## src/hdl/dct_pkg.sv

```systemverilog
`timescale 1ns / 1ps

package dct_pkg;

    // Command codes carried by an input request.
    typedef enum logic [2:0] {
        CMD_RETIRE     = 3'd0,
        CMD_WR_SLOW    = 3'd1,
        CMD_WR_SLOW_CT = 3'd2,
        CMD_WR_FAST    = 3'd3,
        CMD_WR_FAST_CT = 3'd4
    } t_cmd;

    // Configuration register indexes.
    typedef enum logic {
        CFG_INSTR_PER_FAST = 1'b0,
        CFG_FAST_PER_SLOW  = 1'b1
    } t_cfg_idx;

    localparam int CMD_W       = 3;
    localparam int DATA_W      = 32;
    localparam int CTRL_W      = 4;
    localparam int SLOW_W      = 4;
    localparam int IPFT_W      = 10;
    localparam int FPST_W      = 16;
    localparam int CFG_DATA_W  = 16;

    localparam logic [IPFT_W-1:0] IPFT_RESET = 10'd10;
    localparam logic [FPST_W-1:0] FPST_RESET = 16'(8192 / 16);

    // Control bit positions.
    localparam int CTL_RUN  = 0;
    localparam int CTL_INT  = 1;
    localparam int CTL_WAKE = 2;
    localparam int CTL_SREQ = 3;

    // Everything a result carries except the fast counter value.
    typedef struct packed {
        logic              wake;
        logic              irq;
        logic [SLOW_W-1:0] slow_value;
        logic [CTRL_W-1:0] slow_ctrl;
        logic [CTRL_W-1:0] fast_ctrl;
    } t_result;

endpackage

```

## src/hdl/dual_countdown_timer_prescaled.sv

```systemverilog
`timescale 1ns / 1ps

// Two countdown timers clocked by retired-instruction requests. A prescaler
// turns every instructions_per_fast_tick retirements into a fast tick that
// decrements the fast counter while its run bit is set; a second prescaler
// turns every fast_ticks_per_slow_tick fast ticks into a slow decrement.
// A wrap to all ones sets the service-request bit and pulses wake or irq as
// enabled. The block accepts one request per cycle while the output is not
// stalled, and returns one result per request via one input register, then
// the timer state update and a result register. The loop through the phase
// and counter registers sets that rate.
module dual_countdown_timer_prescaled
    import dct_pkg::*;
#(
    parameter int FAST_COUNT_WIDTH = 32
) (
    input  logic                        i_clk,
    input  logic                        i_rst_n,
    input  logic                        i_cfg_we,
    input  logic                        i_cfg_index,
    input  logic [CFG_DATA_W-1:0]       i_cfg_data,
    input  logic                        i_in_valid,
    output logic                        o_in_ready,
    input  logic [CMD_W-1:0]            i_cmd,
    input  logic [DATA_W-1:0]           i_write_data,
    output logic                        o_out_valid,
    input  logic                        i_out_ready,
    output logic                        o_wake_pulse,
    output logic                        o_irq_pulse,
    output logic [SLOW_W-1:0]           o_slow_value,
    output logic [CTRL_W-1:0]           o_slow_control,
    output logic [FAST_COUNT_WIDTH-1:0] o_fast_value,
    output logic [CTRL_W-1:0]           o_fast_control
);

    logic [IPFT_W-1:0]           r_ipft;
    logic [FPST_W-1:0]           r_fpst;
    logic                        r_s1_valid;
    logic [CMD_W-1:0]            r_s1_cmd;
    logic [DATA_W-1:0]           r_s1_data;
    logic                        r_out_valid;
    t_result                     r_result;
    logic [FAST_COUNT_WIDTH-1:0] r_fast_value;

    t_result                     core_result;
    logic [FAST_COUNT_WIDTH-1:0] core_fast_value;
    logic                        s1_move;
    logic                        in_fire;

    assign s1_move    = r_s1_valid && (!r_out_valid || i_out_ready);
    assign o_in_ready = !r_s1_valid || s1_move;
    assign in_fire    = i_in_valid && o_in_ready;

    always_ff @(posedge i_clk) begin
        if (!i_rst_n) begin
            r_ipft <= IPFT_RESET;
            r_fpst <= FPST_RESET;
        end else if (i_cfg_we) begin
            case (i_cfg_index)
                CFG_INSTR_PER_FAST: r_ipft <= i_cfg_data[IPFT_W-1:0];
                CFG_FAST_PER_SLOW:  r_fpst <= i_cfg_data[FPST_W-1:0];
                default: ;
            endcase
        end
    end

    always_ff @(posedge i_clk) begin
        if (!i_rst_n) begin
            r_s1_valid <= 1'b0;
        end else if (o_in_ready) begin
            r_s1_valid <= i_in_valid;
        end
    end

    always_ff @(posedge i_clk) begin
        if (in_fire) begin
            r_s1_cmd  <= i_cmd;
            r_s1_data <= i_write_data;
        end
    end

    dct_core #(
        .FAST_COUNT_WIDTH(FAST_COUNT_WIDTH)
    ) u_core (
        .i_clk        (i_clk),
        .i_rst_n      (i_rst_n),
        .i_fire       (s1_move),
        .i_cmd        (r_s1_cmd),
        .i_data       (r_s1_data),
        .i_ipft       (r_ipft),
        .i_fpst       (r_fpst),
        .o_result     (core_result),
        .o_fast_value (core_fast_value)
    );

    always_ff @(posedge i_clk) begin
        if (!i_rst_n) begin
            r_out_valid <= 1'b0;
        end else if (s1_move) begin
            r_out_valid <= 1'b1;
        end else if (i_out_ready) begin
            r_out_valid <= 1'b0;
        end
    end

    always_ff @(posedge i_clk) begin
        if (s1_move) begin
            r_result     <= core_result;
            r_fast_value <= core_fast_value;
        end
    end

    assign o_out_valid    = r_out_valid;
    assign o_wake_pulse   = r_result.wake;
    assign o_irq_pulse    = r_result.irq;
    assign o_slow_value   = r_result.slow_value;
    assign o_slow_control = r_result.slow_ctrl;
    assign o_fast_value   = r_fast_value;
    assign o_fast_control = r_result.fast_ctrl;

endmodule

```

## src/hdl/dct_core.sv

```systemverilog
`timescale 1ns / 1ps

module dct_core
    import dct_pkg::*;
#(
    parameter int FAST_COUNT_WIDTH = 32
) (
    input  logic                        i_clk,
    input  logic                        i_rst_n,
    input  logic                        i_fire,
    input  logic [CMD_W-1:0]            i_cmd,
    input  logic [DATA_W-1:0]           i_data,
    input  logic [IPFT_W-1:0]           i_ipft,
    input  logic [FPST_W-1:0]           i_fpst,
    output t_result                     o_result,
    output logic [FAST_COUNT_WIDTH-1:0] o_fast_value
);

    logic [IPFT_W-1:0]           r_instr_phase, n_instr_phase;
    logic [FPST_W-1:0]           r_slow_phase, n_slow_phase;
    logic [SLOW_W-1:0]           r_slow_counter, n_slow_counter;
    logic [FAST_COUNT_WIDTH-1:0] r_fast_counter, n_fast_counter;
    logic [CTRL_W-1:0]           r_slow_ctrl, n_slow_ctrl;
    logic [CTRL_W-1:0]           r_fast_ctrl, n_fast_ctrl;

    logic fast_tick;
    logic slow_tick;
    logic wake;
    logic irq;

    // A prescale of zero behaves like one since phase+1 >= 0 always holds.
    assign fast_tick = (i_cmd == CMD_RETIRE) &&
                       (({1'b0, r_instr_phase} + 11'd1) >= {1'b0, i_ipft});
    assign slow_tick = fast_tick &&
                       (({1'b0, r_slow_phase} + 17'd1) >= {1'b0, i_fpst});

    always_comb begin
        n_instr_phase  = r_instr_phase;
        n_slow_phase   = r_slow_phase;
        n_slow_counter = r_slow_counter;
        n_fast_counter = r_fast_counter;
        n_slow_ctrl    = r_slow_ctrl;
        n_fast_ctrl    = r_fast_ctrl;
        wake           = 1'b0;
        irq            = 1'b0;
        case (i_cmd)
            CMD_RETIRE: begin
                if (fast_tick) begin
                    n_instr_phase = '0;
                    if (r_fast_ctrl[CTL_RUN]) begin
                        n_fast_counter = r_fast_counter -
                                         {{(FAST_COUNT_WIDTH-1){1'b0}}, 1'b1};
                        // Wrapping from zero to all ones raises the service request.
                        if (r_fast_counter == '0) begin
                            n_fast_ctrl[CTL_SREQ] = 1'b1;
                            wake = wake | r_fast_ctrl[CTL_WAKE];
                            irq  = irq | r_fast_ctrl[CTL_INT];
                        end
                    end
                    if (slow_tick) begin
                        n_slow_phase   = '0;
                        n_slow_counter = r_slow_counter - 4'd1;
                        if (r_slow_counter == '0) begin
                            n_slow_ctrl[CTL_SREQ] = 1'b1;
                            wake = wake | r_slow_ctrl[CTL_WAKE];
                            irq  = irq | r_slow_ctrl[CTL_INT];
                        end
                    end else begin
                        n_slow_phase = r_slow_phase + 16'd1;
                    end
                end else begin
                    n_instr_phase = r_instr_phase + 10'd1;
                end
            end
            CMD_WR_SLOW:    n_slow_counter = i_data[SLOW_W-1:0];
            CMD_WR_SLOW_CT: n_slow_ctrl    = i_data[CTRL_W-1:0];
            CMD_WR_FAST:    n_fast_counter = i_data[FAST_COUNT_WIDTH-1:0];
            CMD_WR_FAST_CT: n_fast_ctrl    = i_data[CTRL_W-1:0];
            default: ;
        endcase
    end

    always_ff @(posedge i_clk) begin
        if (!i_rst_n) begin
            r_instr_phase  <= '0;
            r_slow_phase   <= '0;
            r_slow_counter <= '0;
            r_fast_counter <= '0;
            r_slow_ctrl    <= '0;
            r_fast_ctrl    <= '0;
        end else if (i_fire) begin
            r_instr_phase  <= n_instr_phase;
            r_slow_phase   <= n_slow_phase;
            r_slow_counter <= n_slow_counter;
            r_fast_counter <= n_fast_counter;
            r_slow_ctrl    <= n_slow_ctrl;
            r_fast_ctrl    <= n_fast_ctrl;
        end
    end

    assign o_result.wake       = wake;
    assign o_result.irq        = irq;
    assign o_result.slow_value = n_slow_counter;
    assign o_result.slow_ctrl  = n_slow_ctrl;
    assign o_result.fast_ctrl  = n_fast_ctrl;
    assign o_fast_value        = n_fast_counter;

    // Only a control write may drop a service request.
    a_fast_sreq_hold: assert property (@(posedge i_clk) disable iff (!i_rst_n)
        !(i_fire && i_cmd == CMD_WR_FAST_CT) |=> !$fell(r_fast_ctrl[CTL_SREQ]))
        else $error("fast service request cleared without a control write");

    a_slow_sreq_hold: assert property (@(posedge i_clk) disable iff (!i_rst_n)
        !(i_fire && i_cmd == CMD_WR_SLOW_CT) |=> !$fell(r_slow_ctrl[CTL_SREQ]))
        else $error("slow service request cleared without a control write");

    // A pulse always comes with a service request in the same result.
    a_pulse_sreq: assert property (@(posedge i_clk) disable iff (!i_rst_n)
        (o_result.wake || o_result.irq) |->
            (o_result.fast_ctrl[CTL_SREQ] || o_result.slow_ctrl[CTL_SREQ]))
        else $error("pulse without a service request");

    // A retire request without a fast tick leaves the counters unchanged.
    a_no_tick_stable: assert property (@(posedge i_clk) disable iff (!i_rst_n)
        (i_fire && i_cmd == CMD_RETIRE && !fast_tick) |=>
            ($stable(r_fast_counter) && $stable(r_slow_counter)))
        else $error("counter moved without a fast tick");

endmodule
```

## config.mk

```make
export PLATFORM = sky130hd
export DESIGN_NAME = dual_countdown_timer_prescaled
export DESIGN_NICKNAME = d
export VERILOG_FILES = /design/src/hdl/dct_pkg.sv /design/src/hdl/dual_countdown_timer_prescaled.sv /design/src/hdl/dct_core.sv
export SDC_FILE = /design/constraint.sdc
export NUM_CORES = 1
export LEC_CHECK = 0
export BUFFER_PORTS_ARGS = -buffer_cell sky130_fd_sc_hd__clkbuf_2
export CORE_ASPECT_RATIO = 0.5
export CORE_MARGIN = 2
export CORE_UTILIZATION = 60
export CTS_CLUSTER_SIZE = 20
export DETAILED_ROUTE_END_ITERATION = 16
export PLACE_DENSITY = 0.88
export SLEW_MARGIN = 10
export SYNTH_ARGS = -nofsm -noshare
export SYNTH_HDL_FRONTEND = slang
export SYNTH_SLANG_ARGS = --single-unit
export TNS_END_PERCENT = 5
```

## constraint.sdc

```tcl
create_clock -name i_clk -period 10.7 [get_ports i_clk]
set_input_delay 1.605 -clock i_clk [delete_from_list [all_inputs] [get_ports i_clk]]
set_output_delay 1.605 -clock i_clk [all_outputs]
set_load 0.02 [all_outputs]
```

# Word-level counts from Yosys, hierarchy flattened
# Cells that the tools add are included.
totals:
  register_bits: 179
  input_bits: 57
  out_inout_bits: 48
  wordCells: 82
classes:
  add_sub_neg: 6
  n_lt_le_gt_ge: 2
  eq_ne: 4
  n_mux: 32
  bitwise: 3
  reduce_logical: 17
op_table:
  columns: ["op", "n"]
  rows:
  - ["$mux 32", 2]
  - ["$pmux 32 s2", 1]
  - ["$logic_not 32->1", 1]
  - ["$sub 32x1->32 const B", 1]
  - ["$mux 1", 20]
  - ["$add 16x1->17 const B", 1]
  - ["$ge 17x16->1", 1]
  - ["$add 16x1->16 const B", 1]
  - ["$mux 16", 1]
  - ["$add 10x1->11 const B", 1]
  - ["$ge 11x10->1", 1]
  - ["$add 10x1->10 const B", 1]
  - ["$mux 10", 1]
  - ["$mux 4", 2]
  - ["$pmux 4 s2", 1]
  - ["$reduce_and 2->1", 4]
  - ["$eq 3x2->1 const B", 2]
  - ["$mux 3", 2]
  - ["$logic_and 1x1->1", 4]
  - ["$logic_not 4->1", 1]
  - ["$pmux 1 s2", 2]
  - ["$sub 4x1->4 const B", 1]
  - ["$eq 3x1->1 const B", 1]
  - ["$eq 3x3->1 const B", 1]
  - ["7 further kinds", 10]

# Logic depth before layout (Yosys ltp)
depth:
  word_depth: 8
  mapped_depth: 17
  mapped_depth_nobuf: 14

# Cells and area by module
# A second synthesis with hierarchy kept.
hier_totals:
  hier_cells: 979
  hier_area_um2: 9326.4
modules_own_cells:
  columns: ["module", "n_inst", "cells_per_inst", "area_per_inst_um2", "seq_area_each_um2"]
  rows:
  - ["dct_core", 1, 779, 5793.1, 1401.3]
  - ["dual_countdown_timer_prescaled", 1, 200, 3533.4, 2992.9]

# Worst setup path before layout
# OpenSTA, ideal clock, no wires.
synth_timing:
  path_type: "input to register"
  from: "input i_out_ready"
  to: "register r_result (netlist bit o_fast_control[0]) (enable)"
  setup_time_ps: 428
  arrival_ps: 3782
  required_ps: 10272
  slack_ps: 6490
  path_stages: 6
  n_path_buf: 3
  path_cell_list: "nor2b_1 > nand2b_1 > clkbuf_1 > clkinv_1 > clkbuf_1 > clkbuf_1"
synth_via:
  elab_chain_len: 2
synth_lines:
  columns: ["item", "line_no", "rtl"]
  rows:
  - ["from (decl)", "dual_countdown_timer_prescaled.sv:27", "input logic i_out_ready,"]
  - ["$logic_or 1x1->1", "dual_countdown_timer_prescaled.sv:50", "assign s1_move = r_s1_valid && (!r_out_valid || i_out_ready);"]
  - ["$logic_and 1x1->1", "dual_countdown_timer_prescaled.sv:50", null]
  - ["named net s1_move", "dual_countdown_timer_prescaled.sv:47", "logic s1_move;"]
  - ["to (signal assigned)", "dual_countdown_timer_prescaled.sv:108", "r_result <= core_result;"]
  - ["to (decl)", "dual_countdown_timer_prescaled.sv:42", "t_result r_result;"]
# The timed path passes the listed nets, and every way through them passes these cells.
# A chain may end at the register's enable or synchronous reset.

# Final worst setup path
layout_timing:
  from: "register u_core.r_slow_phase[0]"
  to: "register u_core.r_slow_phase[11]"
layout_via:
  elab_chain_len: 4
  word_cells_on_any_way: 5
layout_lines:
  columns: ["item", "line_no", "rtl"]
  rows:
  - ["from (decl)", "dct_core.sv:20", "logic [FPST_W-1:0] r_slow_phase, n_slow_phase;"]
  - ["from (signal assigned)", "dct_core.sv:93", "r_slow_phase <= n_slow_phase;"]
  - ["$add 16x1->17", "dct_core.sv:35", "(({1'b0, r_slow_phase} + 17'd1) >= {1'b0, i_fpst});"]
  - ["$ge 17x16->1", "dct_core.sv:35", null]
  - ["$logic_and 1x1->1", "dct_core.sv:34", "assign slow_tick = fast_tick &&"]
  - ["$mux 16 (*)", "dct_core.sv:60", "if (slow_tick) begin"]
# Mark *: on every way between the ends. The rest lies on a longest branch, timed or not.

==> impl_metrics.ini <==
[clocking]
numCtsBuffers = 17
root_buffer = clkbuf_16
clk_latency_ns = 0.44
ctsHoldBuffers = 0
postCtsSetupRepairBufs = 0
clkSinkCount = 179
cts_tree = yes
cts_buffer_depth = 2
cts_resized = 0
htreeDepth = 4
cts.clk_slew.worst_paths_ns = 0.07

[grt]
grt_pass1_wl_mm = 35.05
grt_overflow = 0
grt_pass1_vias = 7262
grt_max_degree = 89
antenna_found_initial = 0
grtUsageTotal_pct = 28.37

[setup_path]
cp_common_cell = and3_1
critPathRequiredTime_ns = 11.05
reg2reg_from = u_core.r_slow_phase[0]
critPathLaunchType = register
reg2reg_to = u_core.r_slow_phase[11]
critPathCaptureType = register
r2r_cells = 14
slowest_delay_ns = 1.09
cp_max_fo = 13
critPathKind = reg2reg
cp_cell_sequence = ha_1 > and3_1 > and3_1 > and3_1 > nand3_1 > xnor2_1 > ha_1 > nand4_1 > nor4_1 > a2111oi_0 > a21oi_1 > nor4_2 > nand3b_1 > a21oi_1
slowest_stage = nor4_2
crit_arrival_ns = 5.12
r2r_slack_ns = 5.93

[timing]
max_freq_mhz = 209.7
finalMaxSlewViolations = 0
worstMarginPinSlew_ns = 1.191
period_share_pct = 44.57
setup_violations = 0
skew_ns = 0.01019
worst_slack_ns = 5.931
period_minus_slack_ns = 4.769
hold_viol = 0
setup-tns-final_ns = 0
relSlewSlack_pct = 19.96
rsz0062_at_grt = no

[routing]
drc = 0
initialDrtViolationCount = 886
firstDrtPassIters = 6
vias = 7699
ant_nets = 0
wirelength_mm = 22.00
via_per_inst = 6.305
wl_per_cell_um = 18.02

[placement]
dp_hpwl_mm = 14.39
gp_congestion = 0.8778
pre_cts_ws_ns = 6.120
port-buffer-count = 104

[floorplan]
fp.dieW_um = 175.2
start_util_pct = 61.08
die_h_um = 89.59
coreArea_mm2 = 0.01439
dieArea_mm2 = 0.01569
rows = 31
pin_count = 105

[synth]
ys_warn_count = 0
synth_top_cell_area_share_pct = 27.67
syn_avg_cell_area_um2 = 9.441
async_flop_share_pct = 0
ys_ff_latch = 179
yosysTopAreaCell = edfxtp_1
synth_cells = 931
netlist_top_cells_count = 129 x nand2_1, 98 x dfxtp_1, 81 x edfxtp_1
synth-main-ff-cell = dfxtp_1
synth-edff-count = 81
synth_area_mm2 = 0.008790
synth_most_common_cell = nand2_1
synthDistinctLibCells = 71
syn_nets = 1018
synthTopCellsByArea = edfxtp_1 28%, dfxtp_1 22%, nand2_1 5.5%
ys_seq_area_share_pct = 49.99

[layout]
diodes = 0
multi_input_area_mm2 = 0.004063
areaGrowthSynthToFinish_pct = 14.33
drive_gt1_share_pct = 16.32
n_fill_cell = 1075
nets = 1097
seq_area_mm2 = 0.004394

[hold_path]
holdPathStages = 2
worstHoldEndpoint = r_fpst[13]
min_from = r_fpst[13]
holdCritPathClass = reg2reg

[pwr]
p_leak_nw = 3.923
vdd_drop_max_mv = 0.1041
powerDensity_mw_per_mm2 = 159.5

[job]
max_cap_viol_count = 0

[run_status]
status = finished clean
metrics by stage:
step / power (W) / utilization (%) / instance area, µm² / cells / hold WS (ns)
final: 0.001603 / 69.84 / 10050 / 1221 / 0.4563
after detailed placement: 0.0009332 / 65.39 / 9409 / 1189 / 0.4487
after global routing: 0.001648 / 69.84 / 10050 / 1221 / 0.4708
after CTS: 0.001605 / 69.84 / 10050 / 1221 / 0.4582
after floorplan: 0.0008811 / - / 8790 / 931 / 0.4363
after global placement: 0.0009263 / 65.39 / 9409 / 1189 / 0.4444
how the worst max path moves through the flow:
stage | from | to | slack, ns | cells past startpoint
after floorplan | i_out_ready | o_fast_control[0] | 6.49 | 6
after global placement | u_core.r_slow_phase[0] | u_core.r_slow_phase[8] | 6.45 | 14
after detailed placement | u_core.r_slow_phase[0] | u_core.r_slow_phase[11] | 6.12 | 14
after CTS | u_core.r_slow_phase[0] | u_core.r_slow_phase[11] | 6.05 | 14
after global routing | u_core.r_slow_phase[0] | u_core.r_slow_phase[11] | 5.57 | 14
final | u_core.r_slow_phase[0] | u_core.r_slow_phase[11] | 5.93 | 14
registers in the layout, summed over array words and instances, names as in the netlist:
signal                 count
o_fast_value              32
r_s1_data                 32
u_core.r_fast_counter     32
r_fpst                    16
u_core.r_slow_phase       16
r_ipft                    10
u_core.r_instr_phase      10
o_fast_control             4
o_slow_control             4
o_slow_value               4
u_core.r_fast_ctrl         4
u_core.r_slow_counter      4
u_core.r_slow_ctrl         4
r_s1_cmd                   3
o_irq_pulse                1
o_out_valid                1
o_wake_pulse               1
r_s1_valid                 1
cell families (layout without fill, tap and decap cells):
| family | Yosys count | in the layout | synth area share, % |
|---|---|---|---|
| and+or+nand+nor | 355 | 355 | 19.79 |
| AOI/OAI and AO/OA | 244 | 244 | 18.41 |
| DFF | 179 | 179 | 49.99 |
| buffers and inverters | 87 | 179 | 3.801 |
| adders and majority gates | 30 | 30 | 4.270 |
| xor gates and xnor gates | 30 | 30 | 2.989 |
| muxes | 6 | 6 | 0.7544 |
critical path: cells and delay by family, from the launching register on:
kind	cells	cell delay (ns)
and+or+nand+nor	8	2.54
AOI/OAI and AO/OA	3	0.98
adders and majority gates	2	0.52
DFF	1	0.42
xor gates and xnor gates	1	0.23
metal layers:
| metal | vias to the layer above | part of all wire, % | track usage [%] |
|---|---|---|---|
| met5 | - | 0 | 0 |
| met4 | 0 | 3.2 | 14.17 |
| met3 | 79 | 8.0 | 5.177 |
| met2 | 413 | 47 | 47.60 |
| met1 | 3605 | 41 | 36.40 |
| li1 | 3602 | - | - |
final cells by class:
cell class	count	area share (%)
Clock inverter	14	2.004
Multi-Input combinational cell	665	40.43
Clock buffer	18	4.370
Tap cell	198	2.465
Inverter	37	1.382
Timing Repair Buffer	110	5.628
Sequential cell	179	43.73
cells in the final DEF, fill, tap and decap left out, types with 20 or more instances in the layout:
cell and instances:
nand3_1 49, a22oi_1 20, nor3_1 27, clkbuf_2 104, o211ai_1 23, a21oi_1 74, nand2_1 129, ha_1 30
o21ai_0 37, dfxtp_1 98, edfxtp_1 81, inv_1 35, nor2_1 63
power breakdown:
group	switching, W	internal [W]
clock	0.000279	0.000401
sequential	0.0000207	0.000748
combinational	0.000102	0.0000516
total	0.000402	0.00120
Power figures use the tool's default switching activity.
